<file path="config.mk">
export PLATFORM = sky130hd
export DESIGN_NAME = radix_digit_converter_top_flat
export DESIGN_NICKNAME = d
export VERILOG_FILES = /design/src/rtl/core/rdc_pkg.sv /design/src/rtl/core/rdc_num_if.sv /design/src/rtl/core/rdc_dig_if.sv /design/src/rtl/core/radix_digit_converter_top.sv /design/src/flat_wrapper.sv
export SDC_FILE = /design/constraint.sdc
export NUM_CORES = 1
export LEC_CHECK = 0
export ABC_AREA = 1
export BUFFER_PORTS_ARGS = -buffer_cell sky130_fd_sc_hd__buf_4
export CAP_MARGIN = 20
export CORE_ASPECT_RATIO = 0.5
export CORE_MARGIN = 2
export CORE_UTILIZATION = 50
export DETAILED_ROUTE_END_ITERATION = 16
export GPL_TIMING_DRIVEN = 1
export PLACE_DENSITY = 0.7
export SLEW_MARGIN = 5
export SYNTH_ARGS = -nofsm -noshare
export SYNTH_HDL_FRONTEND = slang
export SYNTH_SLANG_ARGS = --single-unit
</file>
<file path="constraint.sdc">
create_clock -name clk -period 2.1 [get_ports clk]
set_input_delay 0 -clock clk [delete_from_list [all_inputs] [get_ports clk]]
set_output_delay 0 -clock clk [all_outputs]
set_load 0.02 [all_outputs]
</file>
<file path="src/rtl/core/rdc_pkg.sv">
// shared types, constants and helpers of the radix digit converter
package rdc_pkg;

	// default parameter values
	localparam int VALUE_BITS_DEF = 32;
	localparam int MAX_DIGITS_DEF = 32;

	// fixed payload widths
	localparam int VALUE_W = 32;
	localparam int BASE_W  = 5;
	localparam int DIGIT_W = 4;
	localparam int CHAR_W  = 7;

	// radix limits and ascii mapping
	localparam logic [BASE_W-1:0]  RADIX_MIN     = BASE_W'(2);
	localparam logic [BASE_W-1:0]  RADIX_MAX     = BASE_W'(16);
	localparam logic [DIGIT_W-1:0] DECIMAL_LIMIT = DIGIT_W'(10);
	localparam logic [CHAR_W-1:0]  ASCII_ZERO    = CHAR_W'(48);
	localparam logic [CHAR_W-1:0]  ASCII_ALPHA   = CHAR_W'(55);

	// sequencer states
	typedef enum logic [1:0] {
		ST_IDLE,
		ST_DIV,
		ST_READ,
		ST_SHOW
	} rdc_state_t;

	// ascii character of one digit, 0-9 then A-F
	function automatic logic [CHAR_W-1:0] digit_char_of(input logic [DIGIT_W-1:0] d);
		logic [CHAR_W-1:0] ext;
		ext = CHAR_W'(d);
		if (d < DECIMAL_LIMIT) begin
			return ASCII_ZERO + ext;
		end else begin
			return ASCII_ALPHA + ext;
		end
	endfunction

endpackage

</file>
<file path="src/rtl/core/rdc_num_if.sv">
// channel carrying the value to convert and its radix
interface rdc_num_if;
	logic                         valid;
	logic                         ready;
	logic [rdc_pkg::VALUE_W-1:0]  value;
	logic [rdc_pkg::BASE_W-1:0]   base;

	modport source (output valid, output value, output base, input ready);
	modport sink   (input valid, input value, input base, output ready);
endinterface

</file>
<file path="src/rtl/core/rdc_dig_if.sv">
// channel carrying one converted digit
interface rdc_dig_if;
	logic                         valid;
	logic                         ready;
	logic [rdc_pkg::DIGIT_W-1:0]  digit;
	logic [rdc_pkg::CHAR_W-1:0]   digit_char;
	logic                         last_digit;

	modport source (output valid, output digit, output digit_char, output last_digit, input ready);
	modport sink   (input valid, input digit, input digit_char, input last_digit, output ready);
endinterface

</file>
<file path="src/rtl/core/radix_digit_converter_top.sv">
// Radix digit converter: one value in, its digits out most significant first.
// Each digit comes from a bit-serial restoring divider over QW = min(VALUE_BITS, 32) bits;
// once all digits are divided, each one goes out by a digit store read, then presentation.
// One value at a time: ready returns once the final digit transaction completes.
// Reset clears the sequencer and counters; the digit store is not cleared.
module radix_digit_converter_top #(
	parameter int VALUE_BITS = rdc_pkg::VALUE_BITS_DEF,
	parameter int MAX_DIGITS = rdc_pkg::MAX_DIGITS_DEF
) (
	input  logic       clk,
	input  logic       arst_n,
	rdc_num_if.sink    number,
	rdc_dig_if.source  digits
);

	localparam int QW = (VALUE_BITS < rdc_pkg::VALUE_W) ? VALUE_BITS : rdc_pkg::VALUE_W;
	localparam int BW = $clog2(QW);
	localparam int IW = $clog2(MAX_DIGITS);
	localparam int CW = $clog2(MAX_DIGITS + 1);
	localparam int DW = rdc_pkg::DIGIT_W;
	localparam int RW = rdc_pkg::BASE_W;

	rdc_pkg::rdc_state_t state_q, state_d;

	logic [QW-1:0] quo_q;
	logic [DW-1:0] rem_q;
	logic [RW-1:0] rad_q;
	logic [BW-1:0] bit_q;
	logic [CW-1:0] cnt_q;
	logic [IW-1:0] idx_q;
	logic [DW-1:0] rd_q;
	logic [DW-1:0] store_q [MAX_DIGITS];

	logic          in_take;
	logic          out_take;
	logic          div_step;
	logic          div_last;
	logic          div_done;
	logic [RW-1:0] rad_in;
	logic [RW-1:0] rsh;
	logic [RW-1:0] rdiff;
	logic          ge;
	logic [DW-1:0] rem_d;
	logic [QW-1:0] quo_d;
	logic [CW-1:0] cnt_inc;

	// radix saturation on the incoming base
	always_comb begin
		if (number.base < rdc_pkg::RADIX_MIN) begin
			rad_in = rdc_pkg::RADIX_MIN;
		end else if (number.base > rdc_pkg::RADIX_MAX) begin
			rad_in = rdc_pkg::RADIX_MAX;
		end else begin
			rad_in = number.base;
		end
	end

	// one restoring division step: shift in the next dividend bit, subtract if it fits
	always_comb begin
		rsh     = {rem_q, quo_q[QW-1]};
		ge      = (rsh >= rad_q);
		rdiff   = rsh - rad_q;
		rem_d   = ge ? rdiff[DW-1:0] : rsh[DW-1:0];
		quo_d   = {quo_q[QW-2:0], ge};
		cnt_inc = cnt_q + CW'(1);
		div_last = (bit_q == '0);
		div_done = div_last && ((quo_d == '0) || (cnt_inc == CW'(MAX_DIGITS)));
	end

	// next state
	always_comb begin
		state_d = state_q;
		unique case (state_q)
			rdc_pkg::ST_IDLE: begin
				if (number.valid) state_d = rdc_pkg::ST_DIV;
			end
			rdc_pkg::ST_DIV: begin
				if (div_done) state_d = rdc_pkg::ST_READ;
			end
			rdc_pkg::ST_READ: begin
				state_d = rdc_pkg::ST_SHOW;
			end
			rdc_pkg::ST_SHOW: begin
				if (digits.ready) begin
					state_d = (idx_q == '0) ? rdc_pkg::ST_IDLE : rdc_pkg::ST_READ;
				end
			end
			default: state_d = rdc_pkg::ST_IDLE;
		endcase
	end

	// state outputs
	always_comb begin
		number.ready = 1'b0;
		digits.valid = 1'b0;
		div_step     = 1'b0;
		unique case (state_q)
			rdc_pkg::ST_IDLE: number.ready = 1'b1;
			rdc_pkg::ST_DIV:  div_step     = 1'b1;
			rdc_pkg::ST_READ: ;
			rdc_pkg::ST_SHOW: digits.valid = 1'b1;
			default: ;
		endcase
	end

	assign in_take  = number.valid && number.ready;
	assign out_take = digits.valid && digits.ready;

	// state register
	always_ff @(posedge clk or negedge arst_n) begin
		if (!arst_n) begin
			state_q <= rdc_pkg::ST_IDLE;
		end else begin
			state_q <= state_d;
		end
	end

	// divider and counters
	always_ff @(posedge clk or negedge arst_n) begin
		if (!arst_n) begin
			quo_q <= '0;
			rem_q <= '0;
			rad_q <= rdc_pkg::RADIX_MIN;
			bit_q <= '0;
			cnt_q <= '0;
			idx_q <= '0;
		end else if (in_take) begin
			quo_q <= number.value[QW-1:0];
			rem_q <= '0;
			rad_q <= rad_in;
			bit_q <= BW'(QW - 1);
			cnt_q <= '0;
		end else if (div_step) begin
			quo_q <= quo_d;
			if (div_last) begin
				rem_q <= '0;
				bit_q <= BW'(QW - 1);
				cnt_q <= cnt_inc;
				idx_q <= cnt_q[IW-1:0];
			end else begin
				rem_q <= rem_d;
				bit_q <= bit_q - BW'(1);
			end
		end else if (out_take && (idx_q != '0)) begin
			idx_q <= idx_q - IW'(1);
		end
	end

	// digit store write, one remainder per division
	always_ff @(posedge clk) begin
		if (div_step && div_last) begin
			store_q[cnt_q[IW-1:0]] <= rem_d;
		end
	end

	// digit store read, registered
	always_ff @(posedge clk) begin
		if (state_q == rdc_pkg::ST_READ) begin
			rd_q <= store_q[idx_q];
		end
	end

	// digit transaction payload
	assign digits.digit      = rd_q;
	assign digits.digit_char = rdc_pkg::digit_char_of(rd_q);
	assign digits.last_digit = (idx_q == '0);

endmodule

</file>
<file path="src/flat_wrapper.sv">
// flat-port wrapper written by rule: the top's interface ports become plain ports
module radix_digit_converter_top_flat 
#(
	parameter int VALUE_BITS = rdc_pkg::VALUE_BITS_DEF,
	parameter int MAX_DIGITS = rdc_pkg::MAX_DIGITS_DEF
)
  (clk, arst_n, number_valid, number_value, number_base, number_ready, digits_valid, digits_digit, digits_digit_char, digits_last_digit, digits_ready);
  rdc_num_if number_i ();
  rdc_dig_if digits_i ();
  input  logic clk;
  input  logic arst_n;
  input wire logic [$bits(number_i.valid)-1:0] number_valid;
  input wire logic [$bits(number_i.value)-1:0] number_value;
  input wire logic [$bits(number_i.base)-1:0] number_base;
  output wire logic [$bits(number_i.ready)-1:0] number_ready;
  output wire logic [$bits(digits_i.valid)-1:0] digits_valid;
  output wire logic [$bits(digits_i.digit)-1:0] digits_digit;
  output wire logic [$bits(digits_i.digit_char)-1:0] digits_digit_char;
  output wire logic [$bits(digits_i.last_digit)-1:0] digits_last_digit;
  input wire logic [$bits(digits_i.ready)-1:0] digits_ready;
  assign number_i.valid = number_valid;
  assign number_i.value = number_value;
  assign number_i.base = number_base;
  assign number_ready = number_i.ready;
  assign digits_valid = digits_i.valid;
  assign digits_digit = digits_i.digit;
  assign digits_digit_char = digits_i.digit_char;
  assign digits_last_digit = digits_i.last_digit;
  assign digits_i.ready = digits_ready;
  radix_digit_converter_top #(.VALUE_BITS(VALUE_BITS), .MAX_DIGITS(MAX_DIGITS)) u_core (.clk(clk), .arst_n(arst_n), .number(number_i), .digits(digits_i));
endmodule
</file>
---- After elaboration in Yosys (flattened, before gate mapping) ----
Memories as Yosys holds them, arrays and structs flattened. A register that Yosys moved wholly into a read port is not among the register bits.
Cells that the tools add are included.
word-level totals
  output and inout port bits .............. 14
  memory bits (read-only) ................. 0
  register bits ........................... 59
  bits in latches ......................... 0
  input bits .............................. 41
  memories kept ........................... 1
  word-level logic and storage cells ...... 72
  RAM bits ................................ 128
operators by class
  reduce and logical (&&, ||, !) cells .... 17
  $mul .................................... 0
  $add $sub $neg .......................... 6
  magnitude comparators ................... 4
  shift operators ......................... 0
  bitwise logic cells ..................... 1
  eq/ne operators ......................... 8
  mux-type cells .......................... 28
  divide/modulo/power cells ............... 0
memory list
  memory          depth  bits a word  rd ports  clocked after Yosys merged registers in  write ports  RTL line                         source
  u_core.store_q  32     4            1         1                                        1            radix_digit_converter_top.sv:32  logic [DW-1:0] store_q [MAX_DIGITS];
operators by type and width
  operator             count
  $mux 32              2
  $mux 5               8
  $logic_not 32->1     1
  $mux 6               3
  $mux 4               4
  $add 6x4->7 const A  2
  $logic_not 5->1      2
  $sub 5x1->5 const B  2
  $mux 2               4
  $pmux 2 s4           1
  $mux 7               1
  $add 6x1->6 const B  1
  $eq 6x6->1 const B   1
  $ne 2x2->1 const B   3
  $reduce_and 3->1     2
  $reduce_bool 2->1    3
  $ge 5x5->1           1
  $gt 5x5->1 const B   1
  $logic_and 1x1->1    5
  $lt 5x2->1 const B   1
  $mux 1               5
  $reduce_bool 5->1    1
  $eq 2x2->1 const B   2
  $lt 4x4->1 const B   1
  other kinds (7)      7

---- Logic depth before layout (Yosys ltp) ----
Gate-level depths: netlist of run 1.
  depth in word-level cells ............... 6
  mapped depth ............................ 12
  mapped depth without buffers ............ 12

---- Worst setup path before layout of run 1 ----
No wires, ideal clock.
  kind .................................... reg2reg
  start ................................... register u_core.rad_q[1]
  end ..................................... memory u_core.store_q[0][3] in the netlist's numbering, data pin
  cell stages (with the launch flop) ...... 9
  slack ................................... 69 ps
  data required time ...................... 1819 ps
  buffers on the path ..................... 0
  library setup time ...................... 281 ps
  data arrival time ....................... 1750 ps
  period minus slack after synthesis ...... 2031 ps
  cell sequence ........................... dfstp_2 -> inv_1 -> ha_1 -> nand2_1 -> nor2_1 -> nand2_1 -> nand3_2 -> nand2_1 -> o21a_1
between the ends
  word-level cells in the longest chain between the ends .. 2
  elaborated cells on any way between the ends .. 3
  classes of those cells .................. 1 x add/sub; 1 x order compare; 1 x mux
ends and longest elaborated chain
  what                                              RTL line                                                          source
  from (decl)                                       radix_digit_converter_top.sv:27                                   logic [RW-1:0] rad_q;
  from (signal assigned)                            radix_digit_converter_top.sv:123                                  rad_q <= rdc_pkg::RADIX_MIN;
  from (signal assigned)                            radix_digit_converter_top.sv:130                                  rad_q <= rad_in;
  $sub 4x4->4 / $ge 5x5->1 (equally long branches)  radix_digit_converter_top.sv:62, radix_digit_converter_top.sv:61
  $mux 4 (*)                                        radix_digit_converter_top.sv:63                                   rem_d = ge ? rdiff[DW-1:0] : rsh[DW-1:0];
  named net u_core.rem_d[3]                         radix_digit_converter_top.sv:43                                   logic [DW-1:0] rem_d;
  to (decl)                                         radix_digit_converter_top.sv:32
Mark *: on every way through the listed nets, which the timed path passes. The rest lies on a longest branch.

---- Worst setup path in the final report of run 1 ----
  start ................................... register u_core.rad_q[1]
  end ..................................... memory u_core.store_q[15][0] in the netlist's numbering, data pin
between the ends
  word-level cells in the longest chain between the ends .. 2
ends and longest elaborated chain
  what                       RTL line                         source
  $ge 5x5->1                 radix_digit_converter_top.sv:61  ge = (rsh >= rad_q);
  $mux 4                     radix_digit_converter_top.sv:63
  named net u_core.rem_d[0]  radix_digit_converter_top.sv:43
The timed path passes the listed nets, and every way through them passes these cells.

==> run summary, run 1 <==
FP Rows = 34
Syn avg cell area = 10.1 sq um
Fin. Hold Viols = 0
Vias = 6610
WP depth = 9
GRT Total Usage = 0.230
CTS buffer count = 17
CP Class = reg2reg
Finished Layout Cells = 1213
Crit path launch type = flip-flop
Synth Register Bits = 191
Final instance area = 0.0108 sq mm
Clock Skews = 0.0157 ns
Ant. Diodes = 0
Setup WS pre-CTS = -0.0214 ns
Largest net degree at the start of global routing = 60
Critical Path AT = 2.22 ns
Most used cell, CP = inv_1
Worst path bufs/invs = 4
Post-synth EDFFs = 132
Crit path capture = u_core.store_q[15][0]$_DFFE_PP_
R2R depth = 9
Core area = 0.0172 sq mm
Worst r2r dst = u_core.store_q[15][0]$_DFFE_PP_
Initial Utilization = 0.506
HP Class = in2reg
Worst EP required = 2.26 ns
Pwr per Cell Area = 1550 mW/mm^2
Final worst slack = 0.0416 ns
Overflow left after global routing = 0
Hold Slack = 0.0687 ns
Max FO, Critical Path = 32
Num ports = 55
Max Fclk = 0.486 GHz
Worst slew margin = 0.504
Slowest cell on the critical path = dfstp_2
Die X = 191 microns
Port buffer count = 54
Initial DRC Count = 613
Drt total wl = 20500 microns
Vias in the first global route = 6465
Synth Instances = 862
CTS Sinks = 191
Synth warn = 0
Fin Setup TNS = 0 ns
Worst vdd ir = 1620 uV
CTS tree = built
Setup crit end kind = flip-flop
Status = finished, final reports clean
Pleak = 4.26 nW
Placed Area = 0.00945 sq mm
Initial antenna violation count = 0
Synth Net Count = 917
CTS HTree Levels = 4
Unrepaired setup endpoints after global routing = true
CP max stage delay = 0.55 ns
Via/cell ratio = 5.45
Root buffer cell = clkbuf_16
Die Height = 97.4 microns
Die Footprint = 0.0186 sq mm
Final net count = 1021
Final setup violation count = 0
Clock period minus final worst setup slack = 2.06 ns
Clock Latency Late Sink = 0.43 ns
First-pass GRT wire length = 32800 microns
Max-slew violation count = 0
Area growth, synth to finish = 23.3%
DRC viols = 0
Placer Congestion = 0.823
Final core occ = 0.624
Origin of the critical flop-to-flop path = u_core.rad_q[1]$_DFFE_PN1P_
Antenna-violating nets left = 0
TritonRoute pass-1 iters = 6
Worst-Margin Slew = 0.743 ns
Max-Cap Viols = 0
Post-synth cell types = 36
Dpl cells = 1133
Routed length per placed instance = 16.9 microns
Dpl hpwl = 12800 microns
Asr flop ratio synth = 0.309
Flop-to-flop setup slack = 0.04 ns
Mapped Area = 0.00872 sq mm
Total chip power = 16.7 mW
Clk slew on worst S/H paths = 0.07 ns
Cell chain of the critical path = inv_1, ha_1, nand2_1, inv_1, o21bai_2, nand3_4, o21ai_1, inv_1, buf_12
Post-synth top flop = edfxtp_1
Sequential area share after synthesis = 0.624
Fillers = 1317
Worst Setup SP = u_core.rad_q[1]$_DFFE_PN1P_
Max clock buf depth = 2
Final period utilization = 0.980
Layout cells sized above 1 = 0.168
Cell family with most CP delay = flip-flops
==> synthesized netlist by cell type, types with 5 or more instances <==
cell type    n  area share
o221ai_1    31       0.031
nand2_1    132       0.057
o22ai_1      6      0.0043
inv_1       92       0.040
ha_1        13       0.019
buf_6        5      0.0065
o21ai_0     77       0.044
dfrtp_1     58        0.17
nor2_1     162       0.070
nand2_2      7      0.0050
o21ai_1     12      0.0069
inv_2        5      0.0022
a21oi_1     15      0.0086
buf_2       14      0.0080
edfxtp_1   132        0.45
nand3_1     29       0.017
o211ai_1    18       0.015
buf_4        8      0.0069
clkbuf_1     8      0.0034
nor3_1       6      0.0034
==> logic make-up after synthesis <==
group / share of synthesized area
and+or+nand+nor: 0.163
AOI/OAI and AO/OA: 0.119
adders and majority gates: 0.0210
DFF: 0.624
buffers and inverters: 0.0672
xor gates and xnor gates: 0.00603
==> placed cells by master, fill, tap and decap left out, drive strengths merged, types with 6 or more instances in the layout <==
cell / Yosys / routed
a21oi: 15 / 15
buf: 27 / 78
clkbuf: 9 / 20
dfrtp: 58 / 58
dlygate4sd3: 0 / 42
edfxtp: 132 / 132
ha: 13 / 13
inv: 97 / 105
nand2: 139 / 139
nand3: 30 / 31
nor2: 166 / 166
nor3: 6 / 6
o211ai: 18 / 18
o21ai: 89 / 89
o221ai: 31 / 31
o22ai: 6 / 6
or2: 8 / 8
==> registers in the layout, indices dropped and copies added, names as in the netlist, 4 cells and up <==
name / cells
u_core.bit_q: 5
u_core.cnt_q: 6
u_core.digits.digit: 4
u_core.idx_q: 5
u_core.quo_q: 32
u_core.rad_q: 5
u_core.rem_q: 4
u_core.store_q: 128
==> where the power goes <==
group / leakage, nW / internal, mW / switching, mW
registers: 1.91 / 5.85 / 0.342
logic: 2.05 / 2.48 / 4.75
clock network: 0.298 / 1.81 / 1.46
==> routing by layer <==
metal / global-route usage / vias up / routed length [microns]
li1: - / 3151 / -
met1: 0.313 / 3186 / 9080
met2: 0.370 / 242 / 9690
met3: 0.0488 / 31 / 1380
met4: 0.0716 / 0 / 325
met5: 0 / - / 0
==> timing repair <==
item | 4_1_cts | 5_1_grt
buffers inserted | 0 | 5
hold buffers | 42 | 0
hold endpoints to repair | 96 | 0
resized for setup | 2 | 62
gates cloned | 0 | 1
setup endpoints to repair | 17 | 252
==> area by class of cell <==
class                           instances  area [sq um]  area share
Multi-Input combinational cell        539          2930       0.273
Sequential cell                       191          5440       0.506
Timing Repair Buffer                  120          1120       0.104
Tap cell                              234           293      0.0272
Inverter                               97           364      0.0339
Clock inverter                         12           120      0.0112
Clock buffer                           20           479      0.0446
==> worst register-to-register path: cells and delay by family (launching register included) <==
kind                     cells  cell delay [ns]
adder cells (fa/ha/maj)      1             0.21
AND/OR/NAND/NOR              2             0.21
buffers and inverters        4             0.38
flip-flops                   1             0.55
AO/OA/AOI/OAI                2             0.42
==> worst min-delay path by stage <==
stage | startpoint | endpoint | slack (ns) | depth (start not counted)
after floorplan | arst_n | u_core.bit_q[0]$_DFFE_PN0P_ | -0.30 | 0
after global placement | arst_n | u_core.quo_q[30]$_DFFE_PN0P_ | 0.11 | 1
after detailed placement | arst_n | u_core.rad_q[3]$_DFFE_PN0P_ | 0.12 | 1
after CTS | number_valid | u_core.cnt_q[2]$_DFFE_PN0P_ | 0.07 | 4
after global routing | number_valid | u_core.cnt_q[2]$_DFFE_PN0P_ | 0.08 | 4
final | number_valid | u_core.cnt_q[2]$_DFFE_PN0P_ | 0.07 | 4
No activity file was read; power rests on OpenSTA's default activity.
==> run 2, diff against run 1 <==
==> constraint.sdc (replaced) <==
create_clock -name clk -period 1.7 [get_ports clk]
set_input_delay 0 -clock clk [delete_from_list [all_inputs] [get_ports clk]]
set_output_delay 0 -clock clk [all_outputs]
set_load 0.02 [all_outputs]
==> run 2 against run 1 <==
  * The flow now finishes with violations (setup timing)
  * Clock-buffer cell count down 3
  * Via count up 11%
  * Non-clock buffer count up 79
  * First-iteration DRC count up 33%
  * Critical path depth up 1
  * Die area unchanged
  * Routed wire length up 25%
  * Hold slack better by 0.11 ns
  * Flip-flop and latch count unchanged
  * Sequential share of layout area down 6.7 points
  * Worst setup slack worse by 0.33 ns
  * Highest routed layer unchanged
==> run summary, run 2 (synthesized netlist as in run 1, its figures left out) <==
Num ports = 55 (unchanged)
Largest net degree at the start of global routing = 60 (unchanged)
Via/cell ratio = 5.67 (+4.0%)
Clock Latency Late Sink = 0.44 ns (about the same)
Worst slew margin = 0.499 (-0.00501)
Drt total wl = 25500 microns (+25%)
Max-slew violation count = 0 (unchanged)
Fin. Hold Viols = 0 (unchanged)
Pleak = 4.84 nW (+14%)
TritonRoute pass-1 iters = 7 (+1)
WP depth = 10 (+1)
DRC viols = 0 (unchanged)
Worst path bufs/invs = 4 (unchanged)
Max-Cap Viols = 0 (unchanged)
CTS tree = built
Clk slew on worst S/H paths = 0.08 ns (about the same)
Cell chain of the critical path = inv_2, ha_4, nand2_4, nor2_4, nand2_4, buf_12, nand3_4, o21ai_4, inv_4, buf_12
CTS HTree Levels = 4 (unchanged)
CTS buffer count = 17 (unchanged)
First-pass GRT wire length = 37500 microns (+14%)
FP Rows = 34 (unchanged)
Worst-Margin Slew = 0.751 ns (+0.00752 ns)
Failing checks = setup timing
CP max stage delay = 0.55 ns (about the same)
Slowest cell on the critical path = dfstp_2
Pwr per Cell Area = 2090 mW/mm^2 (+34%)
Vias in the first global route = 7229 (+12%)
Max FO, Critical Path = 14 (-56%)
Setup WS pre-CTS = -0.280 ns (-0.259 ns)
Overflow left after global routing = 0 (unchanged)
Final net count = 1100 (+7.7%)
Worst EP required = 1.90 ns (-0.36 ns)
Initial DRC Count = 815 (+33%)
CP Class = reg2reg
Die Footprint = 0.0186 sq mm (unchanged)
Initial antenna violation count = 0 (unchanged)
Vias = 7321 (+11%)
Final period utilization = 1.17 (+0.187)
GRT Total Usage = 0.265 (+0.0356)
Max Fclk = 0.504 GHz (+3.7%)
Die X = 191 microns (unchanged)
Critical Path AT = 2.18 ns (-0.04 ns)
Cell family with most CP delay = flip-flops
HP Class = in2async
Met2 wire len = 12500 microns (+29%)
Dpl cells = 1175 (+3.7%)
CTS Sinks = 191 (unchanged)
Layout cells sized above 1 = 0.340 (+0.173)
Port buffer count = 54 (unchanged)
Routed length per placed instance = 19.8 microns (+17%)
Unrepaired setup endpoints after global routing = true
Clock period minus final worst setup slack = 1.98 ns (-0.0736 ns)
Die Height = 97.4 microns (unchanged)
Commonest cells after routing, fill and taps aside = edfxtp_1, nand2_1, buf_4
Root buffer cell = clkbuf_16
Final setup violation count = 278 (+278)
Status = finished with violations
Max clock buf depth = 2 (unchanged)
Clock Skews = 0.0200 ns (+0.00429 ns)
Max reg flops = 128 (unchanged)
Core area = 0.0172 sq mm (unchanged)
Met1 wire length = 10700 microns (+18%)
Worst vdd ir = 1380 uV (-15%)
Top layer in use = met4
R2R depth = 10 (+1)
Met3 wire length = 1800 microns (+30%)
Finished Layout Cells = 1292 (+6.5%)
Ant. Diodes = 0 (unchanged)
Dpl hpwl = 14100 microns (+10%)
Setup crit end kind = flip-flop
Most common cell after layout, fill and taps aside = edfxtp_1
Initial Utilization = 0.506 (unchanged)
Antenna-violating nets left = 0 (unchanged)
Area growth, synth to finish = 42.3%
Placer Congestion = 0.806 (-2.1%)
Final worst slack = -0.285 ns (-0.326 ns)
Crit path launch type = flip-flop
[run 2: cell types whose count changed in the layout (fill, tap and decap cells not counted), sizes merged]
cell / change
buf: +76
clkinv: +3
bufinv: +1
inv: -1
[run 2: worst paths after layout]
path / startpoint / to / slack (ns)
setup reg to reg: u_core.rad_q[1]$_DFFE_PN1P_ / u_core.store_q[1][2]$_DFFE_PP_ / -0.28
min in group clk: number_value[18] / u_core.quo_q[18]$_DFFE_PN0P_ / 0.32
hold / removal: arst_n / u_core.quo_q[31]$_DFFE_PN0P_ / 0.18
max in group asynchronous: arst_n / u_core.idx_q[0]$_DFFE_PN0P_ / 0.95
setup / recovery: u_core.rad_q[1]$_DFFE_PN1P_ / u_core.store_q[1][2]$_DFFE_PP_ / -0.28
hold reg to reg: u_core.rad_q[0]$_DFFE_PN0P_ / u_core.rad_q[0]$_DFFE_PN0P_ / 0.51
[run 2: timing repair]
| item | in CTS | in global routing |
|---|---|---|
| hold buffers | 42 | 0 |
| buffers inserted | 25 | 16 |
| gates resized for setup | 92 | 121 |
| endpoints found under the setup margin | 282 | 302 |
| gates cloned | 5 | 4 |
| pin swaps | 46 | 56 |
| endpoints found under the hold margin | 96 | 0 |
[run 2: routing by layer]
layer  global-route usage  up-vias
li1                     -     3309
met1                0.350     3611
met2                0.436      344
met3               0.0614       57
met4               0.0847        0
met5                    0        -
[run 2: power breakdown]
| group | total, mW | switching (mW) | internal, mW | leakage (nW) |
|---|---|---|---|---|
| combinational | 13.8 | 7.74 | 6.06 | 2.62 |
| clock | 4.32 | 2.04 | 2.28 | 0.309 |
| sequential | 7.77 | 0.537 | 7.23 | 1.91 |
[run 2: through the flow]
step / hold slack, ns / power, mW / area, sq um / setup TNS, ns / util
floorplan: -0.296 / 13.3 / 9110 / -13.30 / -
global placement: 0.112 / 17.4 / 10200 / -39.62 / 0.595
detailed placement: 0.113 / 17.8 / 10200 / -55.58 / 0.595
CTS: 0.193 / 23.9 / 11800 / -55.80 / 0.686
global route: 0.252 / 27.0 / 12400 / -73.82 / 0.720
finish: 0.182 / 25.9 / 12400 / -58.22 / 0.720
[run 2: area by class of cell]
type,count,area [sq um]
clock buffer,17,425
clock inverter,15,215
fill,1062,4820
inverter,97,414
multi-input combinational,539,3550
sequential,191,5450
tap,234,293
timing repair buffer,199,2060
